==> src/hw/rtl/multibyte_character_splitter_assert.svh <==
// Assertion macros for the splitter RTL.
`ifndef MULTIBYTE_CHARACTER_SPLITTER_ASSERT_SVH
`define MULTIBYTE_CHARACTER_SPLITTER_ASSERT_SVH

// Same-cycle implication, off while reset is high.
`define MBCS_ASSERT_NOW(label, clk, rst, ante, cons) \
  label: assert property (@(posedge clk) disable iff (rst) (ante) |-> (cons)) \
    else $error("mbcs: same-cycle check failed");

// Next-cycle implication, off while reset is high.
`define MBCS_ASSERT_NEXT(label, clk, rst, ante, cons) \
  label: assert property (@(posedge clk) disable iff (rst) (ante) |=> (cons)) \
    else $error("mbcs: next-cycle check failed");

`endif

==> src/hw/rtl/mbcs_pkg.sv <==
package mbcs_pkg;

  // Code page register values
  typedef enum logic [2:0] {
    CP_SINGLE       = 3'd0,
    CP_JAPANESE     = 3'd1,
    CP_SIMP_CHINESE = 3'd2,
    CP_TRAD_CHINESE = 3'd3,
    CP_WANSUNG      = 3'd4,
    CP_JOHAB        = 3'd5
  } code_page_t;

  localparam logic [7:0]  ESCAPE_LEAD = 8'h7C;   // '|'
  localparam logic [14:0] OFFSET_MAX  = 15'h7FFF;

  // Result queue: holds up to two results of each accepted byte
  localparam int QUEUE_DEPTH = 4;
  localparam int PTR_W       = $clog2(QUEUE_DEPTH);
  localparam int CNT_W       = $clog2(QUEUE_DEPTH + 1);

  typedef struct packed {
    logic [15:0] char_code;
    logic        is_double;
    logic [14:0] start_offset;
    logic        is_last;
  } result_t;

  // Letters that follow '|' to form an escape pair
  function automatic logic is_escape_letter(input logic [7:0] c);
    logic hit;
    hit = 1'b0;
    case (c) inside
      "i", "b", "u", "k", "p", "r", "l", "c", "t", "n": hit = 1'b1;
      default: hit = 1'b0;
    endcase
    return hit;
  endfunction

  // Add to the offset and clamp at the top of the 15-bit range
  function automatic logic [14:0] offset_add(input logic [14:0] base,
                                             input logic [1:0]  inc);
    logic [15:0] sum;
    sum = {1'b0, base} + {14'd0, inc};
    return sum[15] ? OFFSET_MAX : sum[14:0];
  endfunction

endpackage

==> src/hw/rtl/mbcs_pair_detect.sv <==
module mbcs_pair_detect (
  input  logic [2:0] code_page,
  input  logic [7:0] lead,
  input  logic [7:0] trail,
  output logic       pair
);
  import mbcs_pkg::*;

  logic lead_ok;
  logic trail_ok;
  logic escape;

  // Escape pairs apply on every code page
  assign escape = (lead == ESCAPE_LEAD) && is_escape_letter(trail);

  // Lead and trail ranges of the selected code page
  always_comb begin
    lead_ok  = 1'b0;
    trail_ok = 1'b0;
    case (code_page)
      CP_JAPANESE: begin
        lead_ok  = (lead inside {[8'h81:8'h9F], [8'hE0:8'hFD], 8'hFF});
        trail_ok = (trail inside {[8'h40:8'h7E], [8'h80:8'hFC]});
      end
      CP_SIMP_CHINESE: begin
        lead_ok  = (lead inside {[8'hA1:8'hFD], 8'hFF});
        trail_ok = (trail inside {[8'hA1:8'hFD], 8'hFF});
      end
      CP_TRAD_CHINESE: begin
        lead_ok  = (lead inside {[8'h81:8'hFD], 8'hFF});
        trail_ok = (trail inside {[8'h40:8'h7E], [8'hA1:8'hFD], 8'hFF});
      end
      CP_WANSUNG: begin
        lead_ok  = (lead inside {[8'h81:8'hFD], 8'hFF});
        trail_ok = (trail inside {[8'h41:8'h5A], [8'h61:8'h7A], [8'h81:8'hFD], 8'hFF});
      end
      CP_JOHAB: begin
        lead_ok  = (lead inside {[8'h84:8'hD3], [8'hD8:8'hDE], [8'hE0:8'hF9]});
        trail_ok = (trail inside {[8'h41:8'h7E], [8'h81:8'hFD], 8'hFF});
      end
      default: begin
        lead_ok  = 1'b0;
        trail_ok = 1'b0;
      end
    endcase
  end

  assign pair = (lead != 8'd0) && (trail != 8'd0) && (escape || (lead_ok && trail_ok));

endmodule

==> src/hw/rtl/multibyte_character_splitter.sv <==
// Channel | Direction | Handshake            | Payload
// in      | input     | in_valid / in_ready  | in_byte
// out     | output    | out_valid / out_ready| char_code, is_double, start_offset, is_last
// cfg     | input     | cfg_valid / cfg_ready| code_page
//
// One byte is taken per cycle while in_ready is high; it yields zero, one or two results.
// Results go through a four-entry queue; in_ready is high while two entries are free,
// so a stream of single results runs at one per cycle with out_ready held high.
// A zero byte after a held byte gives two results, each in its own output transfer.
// Synchronous active-high reset empties the queue, drops the held byte, zeroes the offset.
// cfg_ready is always high; code_page is registered whenever cfg_valid is high.
module multibyte_character_splitter (
  input  logic        clk,
  input  logic        rst,
  input  logic        in_valid,
  output logic        in_ready,
  input  logic [7:0]  in_byte,
  output logic        out_valid,
  input  logic        out_ready,
  output logic [15:0] char_code,
  output logic        is_double,
  output logic [14:0] start_offset,
  output logic        is_last,
  input  logic        cfg_valid,
  output logic        cfg_ready,
  input  logic [2:0]  code_page
);
  import mbcs_pkg::*;

  logic [2:0]       code_page_reg;
  logic [7:0]       held_byte, held_byte_next;
  logic             held_valid, held_valid_next;
  logic [14:0]      byte_count, byte_count_next;
  result_t          queue [QUEUE_DEPTH];
  logic [PTR_W-1:0] head, tail;
  logic [CNT_W-1:0] count, count_next;
  logic             in_xfer, out_xfer, pair;
  logic [1:0]       push_n;
  result_t          res0, res1;

  assign cfg_ready = 1'b1;
  assign in_ready  = (count <= CNT_W'(QUEUE_DEPTH - 2));
  assign in_xfer   = in_valid && in_ready;
  assign out_valid = (count != '0);
  assign out_xfer  = out_valid && out_ready;

  mbcs_pair_detect u_pair (
    .code_page (code_page_reg),
    .lead      (held_byte),
    .trail     (in_byte),
    .pair      (pair)
  );

  // Decode one byte against the held byte
  always_comb begin
    held_byte_next  = held_byte;
    held_valid_next = held_valid;
    byte_count_next = byte_count;
    push_n          = 2'd0;
    res0            = '{char_code: {8'd0, held_byte}, is_double: 1'b0,
                        start_offset: byte_count, is_last: 1'b0};
    res1            = '{char_code: 16'd0, is_double: 1'b0,
                        start_offset: offset_add(byte_count, 2'd1), is_last: 1'b1};
    if (in_byte == 8'd0) begin
      // flush held byte, then terminator
      if (held_valid) begin
        push_n = 2'd2;
      end else begin
        push_n = 2'd1;
        res0   = '{char_code: 16'd0, is_double: 1'b0,
                   start_offset: byte_count, is_last: 1'b1};
      end
      held_valid_next = 1'b0;
      held_byte_next  = 8'd0;
      byte_count_next = '0;
    end else if (!held_valid) begin
      held_byte_next  = in_byte;
      held_valid_next = 1'b1;
    end else if (pair) begin
      push_n          = 2'd1;
      res0.char_code  = {held_byte, in_byte};
      res0.is_double  = 1'b1;
      held_valid_next = 1'b0;
      held_byte_next  = 8'd0;
      byte_count_next = offset_add(byte_count, 2'd2);
    end else begin
      push_n          = 2'd1;
      held_byte_next  = in_byte;
      byte_count_next = offset_add(byte_count, 2'd1);
    end
  end

  // Advance decode state and queue pointers
  always_ff @(posedge clk) begin
    if (rst) begin
      code_page_reg <= CP_SINGLE;
      held_byte     <= 8'd0;
      held_valid    <= 1'b0;
      byte_count    <= '0;
      head          <= '0;
      tail          <= '0;
      count         <= '0;
    end else begin
      if (cfg_valid) begin
        code_page_reg <= code_page;
      end
      if (in_xfer) begin
        held_byte  <= held_byte_next;
        held_valid <= held_valid_next;
        byte_count <= byte_count_next;
        tail       <= tail + PTR_W'(push_n);
      end
      if (out_xfer) begin
        head <= head + PTR_W'(1);
      end
      count <= count_next;
    end
  end

  always_comb begin
    count_next = count;
    if (in_xfer) begin
      count_next = count_next + CNT_W'(push_n);
    end
    if (out_xfer) begin
      count_next = count_next - CNT_W'(1);
    end
  end

  // Write results into the queue
  always_ff @(posedge clk) begin
    if (in_xfer && push_n != 2'd0) begin
      queue[tail] <= res0;
    end
    if (in_xfer && push_n == 2'd2) begin
      queue[tail + PTR_W'(1)] <= res1;
    end
  end

  // Drive the head entry
  assign char_code    = queue[head].char_code;
  assign is_double    = queue[head].is_double;
  assign start_offset = queue[head].start_offset;
  assign is_last      = queue[head].is_last;

`include "multibyte_character_splitter_assert.svh"

  `MBCS_ASSERT_NOW(a_count_bound, clk, rst, 1'b1, count <= CNT_W'(QUEUE_DEPTH))
  `MBCS_ASSERT_NEXT(a_zero_clears, clk, rst, in_xfer && in_byte == 8'd0, !held_valid && byte_count == '0)
  `MBCS_ASSERT_NEXT(a_zero_emits, clk, rst, in_xfer && in_byte == 8'd0, out_valid)
  `MBCS_ASSERT_NEXT(a_first_held, clk, rst, in_xfer && in_byte != 8'd0 && !held_valid, held_valid && held_byte == $past(in_byte))

endmodule

==> config.mk <==
export PLATFORM = sky130hd
export DESIGN_NAME = multibyte_character_splitter
export DESIGN_NICKNAME = d
export VERILOG_FILES = /design/src/hw/rtl/mbcs_pkg.sv /design/src/hw/rtl/mbcs_pair_detect.sv /design/src/hw/rtl/multibyte_character_splitter.sv
export VERILOG_INCLUDE_DIRS = /design/src /design/src/hw/rtl
export SDC_FILE = /design/constraint.sdc
export NUM_CORES = 1
export LEC_CHECK = 0
export ABC_AREA = 0
export BUFFER_PORTS_ARGS = -buffer_cell sky130_fd_sc_hd__buf_4
export CAP_MARGIN = 20
export CORE_UTILIZATION = 60
export DETAILED_ROUTE_END_ITERATION = 12
export PLACE_DENSITY = 0.78
export SYNTH_ARGS = -nofsm -noshare
export SYNTH_HDL_FRONTEND = slang
export SYNTH_HIERARCHICAL = 1
export SYNTH_SLANG_ARGS = --single-unit
==> constraint.sdc <==
create_clock -name clk -period 5.44 [get_ports clk]
set_input_delay 0.272 -clock clk [delete_from_list [all_inputs] [get_ports clk]]
set_output_delay 0.272 -clock clk [all_outputs]
set_load 0.01 [all_outputs]
==> results of run 1 <==
cell families after synthesis:
| family | synth area share (%) |
|---|---|
| other | 0.0443 |
| buffers and inverters | 4.54 |
| DFF | 46.8 |
| muxes | 9.61 |
| adders and majority gates | 1.57 |
| AOI/OAI and AO/OA | 22.3 |
| and+or+nand+nor | 13.8 |
| xor gates and xnor gates | 1.34 |
per-layer routing:
metal | vias up | share of wire, %
li1 | 3144 | -
met1 | 3373 | 41
met2 | 483 | 46
met3 | 59 | 11
met4 | 0 | 2.4
met5 | - | 0
synthesized netlist by cell type (all sizes together) (9+ instances only):
| cell type | count | area, um^2 |
|---|---|---|
| inv | 19 | 71.3 |
| dfxtp | 108 | 2160 |
| nand2 | 76 | 285 |
| nor4 | 9 | 62.6 |
| o2bb2ai | 32 | 280 |
| nand4 | 13 | 96.3 |
| a22oi | 12 | 90.1 |
| nor3 | 14 | 91.3 |
| a21oi | 44 | 224 |
| edfxtp | 60 | 1800 |
| mux4 | 33 | 743 |
| clkbuf | 46 | 174 |
| o21ai | 59 | 295 |
| a22o | 36 | 315 |
| ha | 9 | 113 |
| nand3 | 29 | 145 |
| a32o | 19 | 190 |
| nor2 | 42 | 158 |
| buf | 21 | 139 |
metrics by stage:
| stage | hold slack, ps | util, % | worst slack (ps) | instances |
|---|---|---|---|---|
| finish | 77.5 | 68.5 | 1190 | 1012 |
| global route | 101 | 68.5 | 989 | 1012 |
| CTS | 68.8 | 68.3 | 1330 | 1011 |
| detailed placement | 440 | 64.0 | 1220 | 979 |
| global placement | 429 | 64.0 | 1450 | 979 |
| floorplan | 419 | - | 2280 | 805 |
power breakdown:
group,total [mW],switching (mW),internal [mW]
sequential,1.58,0.169,1.41
combinational,0.745,0.350,0.395
clock,1.24,0.564,0.674
cells in the final DEF, fill, tap and decap left out, types with 9 or more instances in the layout:
cell type	n
nor2_1	42
nor3_1	11
nand2_1	76
clkbuf_16	19
a32o_1	19
o21ai_0	57
ha_1	9
o2bb2ai_1	32
inv_1	19
edfxtp_1	60
dfxtp_1	106
buf_4	61
a22oi_1	12
a21oi_1	42
mux4_2	33
nand3_1	29
a22o_1	36
nand4_1	12
worst reg2reg max path: stages (launching register included):
cell and delay, ps:
dfxtp_1 690, nand4_1 170, or4b_4 520, a2111oi_4 340
nor4_1 110, a22oi_1 260, buf_4 290, nand2_1 300
a21oi_2 200, buf_4 310, a21oi_1 210, a22oi_1 550
o2bb2ai_1 180
worst max path at each step:
stage | start | endpoint | slack (ps) | depth (start not counted)
floorplan | held_byte[5] | queue[0][17] | 2280 | 12
global placement | in_byte[0] | queue[2][13] | 1450 | 11
detailed placement | in_byte[0] | queue[1][13] | 1220 | 10
CTS | held_byte[5] | queue[3][18] | 1330 | 12
global route | held_byte[5] | queue[2][18] | 990 | 12
finish | held_byte[5] | queue[3][18] | 1190 | 12
area by class of cell:
class	instances	area (um^2)
clock buffers	20	489
clock inverters	12	115
inverters	19	71.3
flip-flops and latches	168	3970
well taps	180	225
repair buffers	62	478
fillers	975	4360
multi-input cells	551	4120
==> impl_metrics.json, run 1 <==
{
  "clock-sinks": 168,
  "nNetsFinal": 845,
  "die_area_um2": 14600,
  "die_h_um": 121,
  "num_vias": 7059,
  "grt_overflow_total": 0,
  "crit_path_end_kind": "flop",
  "reg2reg_depth": 12,
  "clk_latency_ps": 440,
  "min_to": "code_page_reg[1]",
  "setup_viol": 0,
  "ir_worst_vdd_v": 0.000318,
  "grt_max_degree": 34,
  "timing.fmax_ghz": 0.235,
  "cp.buffers_inverters": 2,
  "cts_tree": "yes",
  "antenna_cells": 0,
  "pin_count": 52,
  "rsz0062_at_grt": "no",
  "cts_max_level": 4,
  "synthArstFlopShare_pct": 0,
  "drv_slew": 0,
  "crit_arrival_ps": 4560,
  "grtUsageTotal_pct": 32.8,
  "setup.worst_path.class": "flop to flop",
  "cts_resized": 0,
  "r2r-end": "queue[3][18]",
  "fin_crit_sh_pct": 78.2,
  "drtPass1Iterations": 5,
  "initial_utilization_pct": 61.2,
  "finClkSkew_ps": 12.3,
  "final_cell_area_um2": 9470,
  "hold_class": "input pin to flop",
  "syn_inst": 805,
  "synth_warnings": 6,
  "ant_nets": 0,
  "place.gp.congestion": 0.931,
  "clockBufferDepth": 2,
  "largest_register": "queue",
  "rows": 43,
  "portBuffers": 50,
  "cts_hold_buffers": 0,
  "grt_busiest_layer": "met2",
  "crit_slowest_cell": "dfxtp_1",
  "power.density_nw_per_um2": 376,
  "via_per_inst": 6.98,
  "cts_setup_buffers": 0,
  "clkSlewWorstSetupHoldPaths_ps": 70,
  "worst_slew_pin_slew_ps": 1150,
  "final_layout_size_suffix_gt1_share_pct": 18.3,
  "netlist_area_um2": 8470,
  "grt_pass1_wl_um": 36100,
  "cts_buffers": 17,
  "hold_violations": 0,
  "fp.coreArea_um2": 13800,
  "drv_cap": 0,
  "met2_usage_pct": 49.3,
  "drc_errors": 0,
  "hold-path-cell-count": 3,
  "synth.avg_cell_area_um2": 10.5,
  "die_x_um": 121,
  "ys_ff_latch": 168,
  "path_delay_family": "compound AO/OA/AOI/OAI gates",
  "drt_wl_total_um": 23100,
  "cts_root_buf": "clkbuf_16",
  "synth_edf_count": 60,
  "layout_top_registers": "queue (132), byte_count (15), held_byte (8)",
  "drt-initial-drc-count": 905,
  "cp-start-kind": "flop",
  "reg2reg_slack_ps": 1190,
  "cp_max_fo": 28,
  "cp.required_ps": 5740,
  "period_minus_slack_ps": 4250,
  "worst_path_largest_cell_delay_ps": 690,
  "dpl-instance-area_um2": 8840,
  "finalSetupTns_ps": 0,
  "largest_reg_flops": 132,
  "grtUsageMet3_pct": 7.08,
  "synth_fp_nets": 831,
  "grt_pass1_vias": 6637,
  "finalPower_mw": 3.56,
  "ys_types": 79,
  "status": "completed",
  "grt_antenna_before_repair": 0,
  "p_leak_nw": 3.34,
  "ys_seq_area_share_pct": 46.8,
  "worstPathCellList": "nand4_1 -> or4b_4 -> a2111oi_4 -> nor4_1 -> a22oi_1 -> buf_4 -> nand2_1 -> a21oi_2 -> buf_4 -> a21oi_1 -> a22oi_1 -> o2bb2ai_1",
  "hpwl_um": 15000,
  "hp-start": "code_page[1]",
  "wl_per_cell_um": 22.9,
  "slew_headroom_pct": 22.9,
  "ys.flop_type": "dfxtp_1",
  "rr_startpoint": "held_byte[5]",
  "grt_use_met1_pct": 46.8,
  "areaGrowthSynthToFinish_pct": 11.8
}
Note: power is estimated with default switching activity, not from simulation.
==> run 2, diff against run 1 <==
Settings changed: ABC_AREA 0 to 1.
Clock period 5.44 ns to 4.1 ns, I/O delays scaled along.
==> run 2 against run 1 <==
Against the previous run:
- final cell count is 34% higher
- non-clock buffer count is 3 lower
- global-route usage is 1.0 points lower
- setup slack worse by 100 ps
- clock-buffer cell count is 1 lower
- routed wire length is 0.99% lower
- clock power is 30% higher
- synthesized cell count is 42% higher
- sequential cell count stayed put
- largest power group unchanged
==> impl_metrics.json, run 2 <==
{
  "status": "completed",
  "hpwl_um": 15000,
  "multi_input_area_um2": 4100,
  "ys.flop_type": "dfxtp_1",
  "synth_compound_area_share_pct": 18.2,
  "clk_latency_ps": 440,
  "layout_top_registers": "queue (132), byte_count (15), held_byte (8)",
  "cp-start-kind": "flop",
  "synth_edf_count": 60,
  "clkSlewWorstSetupHoldPaths_ps": 60,
  "fin_crit_sh_pct": 73.5,
  "drv_cap": 0,
  "ys_types": 40,
  "hold_class": "input pin to flop",
  "synthMuxAreaShare_pct": 0,
  "rows": 43,
  "syn_inst": 1140,
  "ys_ff_latch": 168,
  "synth.area.top_cells": "dfxtp_1 (25%), edfxtp_1 (21%), nand2_1 (13%)",
  "drt_wl_total_um": 22900,
  "setup_viol": 0,
  "hold_violations": 0,
  "worst_slew_pin_slew_ps": 1040,
  "regArea_um2": 3970,
  "die_x_um": 122,
  "period_minus_slack_ps": 3020,
  "drv_slew": 0,
  "setup_slack_ps": 1080,
  "synth_top_family_by_area": "simple AND/OR/NAND/NOR gates",
  "grt_pass1_wl_um": 36300,
  "drtPass1Iterations": 5,
  "setup.worst_path.class": "flop to flop",
  "num_vias": 8105,
  "path_common_cell": "nand2_1",
  "final_layout_size_suffix_gt1_share_pct": 12.5,
  "grt_pass1_vias": 7201,
  "finClkSkew_ps": 7.11,
  "grt_max_degree": 67,
  "mostFrequentLayoutCells": "nand2_1 (309), nor2_1 (121), o21ai_0 (114), dfxtp_1 (107), o22ai_1 (94)",
  "fill_cells": 1148,
  "drc_errors": 0,
  "grtUsageTotal_pct": 31.8,
  "nNetsFinal": 1191,
  "ys_seq_area_share_pct": 46.1,
  "via_per_inst": 5.97,
  "grt_antenna_before_repair": 0,
  "synth.avg_cell_area_um2": 7.54,
  "synth-xor-area-share_pct": 0.509,
  "synth_common_cells": "nand2_1 (309), nor2_1 (121), o21ai_0 (114)",
  "cts_tree": "yes",
  "drt-initial-drc-count": 863,
  "crit_path_end_kind": "flop",
  "fin_cells": 1358,
  "p_leak_nw": 3.79,
  "clockBufferDepth": 2,
  "synthArstFlopShare_pct": 0,
  "worst_path_largest_cell_delay_ps": 650,
  "fp.coreArea_um2": 13900,
  "worstPathCellList": "nand2_1 -> nor2_2 -> nand4_2 -> nor2_1 -> o21ai_1 -> nand2_1 -> nor2_1 -> nand3_2 -> nand2_1 -> nand2_1 -> clkinv_1 -> nor2_2 -> nand3_1 -> nand3_1 -> a21oi_1",
  "slew_headroom_pct": 30.7,
  "yosys.area_share.simple_pct": 27.4,
  "portBuffers": 50,
  "fin_util_pct": 69.0,
  "netlist_area_um2": 8600,
  "synth_warnings": 6,
  "initial_utilization_pct": 61.7,
  "crit_slowest_cell": "nor2_2",
  "antenna_cells": 0,
  "yosysMostFrequentCell": "nand2_1",
  "finalPower_mw": 4.95,
  "power.density_nw_per_um2": 515,
  "ant_nets": 0,
  "die_area_um2": 14800,
  "timing.fmax_ghz": 0.332,
  "ir_worst_vdd_v": 0.000295,
  "cp_max_fo": 17,
  "cts_buffers": 17,
  "cts_hold_buffers": 3,
  "cts_setup_buffers": 0,
  "finalSetupTns_ps": 0,
  "cp.required_ps": 4410,
  "placedCellCount": 1323,
  "synth_largest_area_cell": "dfxtp_1",
  "grt_overflow_total": 0,
  "place.gp.congestion": 0.891,
  "crit_arrival_ps": 3330,
  "cts_root_buf": "clkbuf_16",
  "clock-sinks": 168,
  "synth_fp_nets": 1166,
  "synth.top_cell.area_share_pct": 25.1,
  "wl_per_cell_um": 16.9,
  "largest_register": "queue",
  "areaGrowthSynthToFinish_pct": 11.8,
  "die_h_um": 122,
  "cts_max_level": 4,
  "pin_count": 52,
  "synth_fa_ha_area_share_pct": 1.54,
  "place_ws_ps": 935,
  "rsz0062_at_grt": "no",
  "largest_reg_flops": 132,
  "final_common_cell": "nand2_1",
  "cts_resized": 0
}
-- run 2: cell count changes in the layout (fill, tap and decap cells not counted), moves of 19 or more --
| cell | before | now |
|---|---|---|
| o22ai_1 | 6 | 94 |
| nand2_1 | 76 | 309 |
| nor2_1 | 42 | 121 |
| inv_1 | 19 | 62 |
| a22o_1 | 36 | 0 |
| mux4_2 | 33 | 0 |
| a32o_1 | 19 | 0 |
| o21ai_0 | 57 | 114 |
| o2bb2ai_1 | 32 | 0 |
| nand3_1 | 29 | 49 |
-- run 2: cells by family (layout without fill, tap and decap cells) --
| kind of cell | count (synthesis) | in the layout |
|---|---|---|
| compound gates | 282 | 282 |
| xor+xnor | 5 | 5 |
| fa+ha+maj | 10 | 10 |
| buf+inv | 129 | 167 |
| flops | 168 | 168 |
| other cells | 1 | 1 |
| simple gates | 545 | 545 |
-- run 2: worst paths after layout --
kind,from,endpoint,slack (ps),depth (start not counted)
max,held_byte[7],byte_count[11],1080,15
min reg2reg,queue[1][20],queue[1][20],450,2
min,cfg_valid,code_page_reg[2],40,3
max reg2reg,held_byte[7],byte_count[11],1080,15
-- run 2: metal layers --
metal	track usage (%)	share of wire [%]	up-vias	routed length (um)
met1	44.1	43	3711	9880
li1	-	-	3933	-
met3	6.84	9.8	52	2240
met5	0	0	-	0
met2	49.0	45	409	10300
met4	11.2	2.1	0	483
-- run 2: metrics by stage --
| step | hold WS [ps] | instance area, um^2 |
|---|---|---|
| CTS | 36.4 | 9610 |
| finish | 37.0 | 9610 |
| detailed placement | 434 | 8990 |
| global route | 46.3 | 9610 |
| floorplan | 340 | 8600 |
| global placement | 432 | 8990 |
-- run 2: final cells by class --
type                       count  share of cell area, %
multi-input combinational    843                   42.6
sequential                   168                   41.3
timing repair buffer          59                   4.69
clock buffer                  19                   4.50
inverter                      76                   2.98
tap                          180                   2.34
clock inverter                13                   1.60
-- run 2: report_power, final --
group	internal [mW]	switching (mW)	total, mW	leakage, nW
combinational	0.512	0.808	1.32	2.12
sequential	1.89	0.119	2.01	1.39
clock	0.952	0.662	1.61	0.275
-- run 2: worst max-delay path: cells and delay by family (launching register included) --
| family | cells | cell delay, ps |
|---|---|---|
| DFF | 1 | 500 |
| buffers and inverters | 1 | 480 |
| and+or+nand+nor | 12 | 1780 |
| AOI/OAI and AO/OA | 2 | 130 |
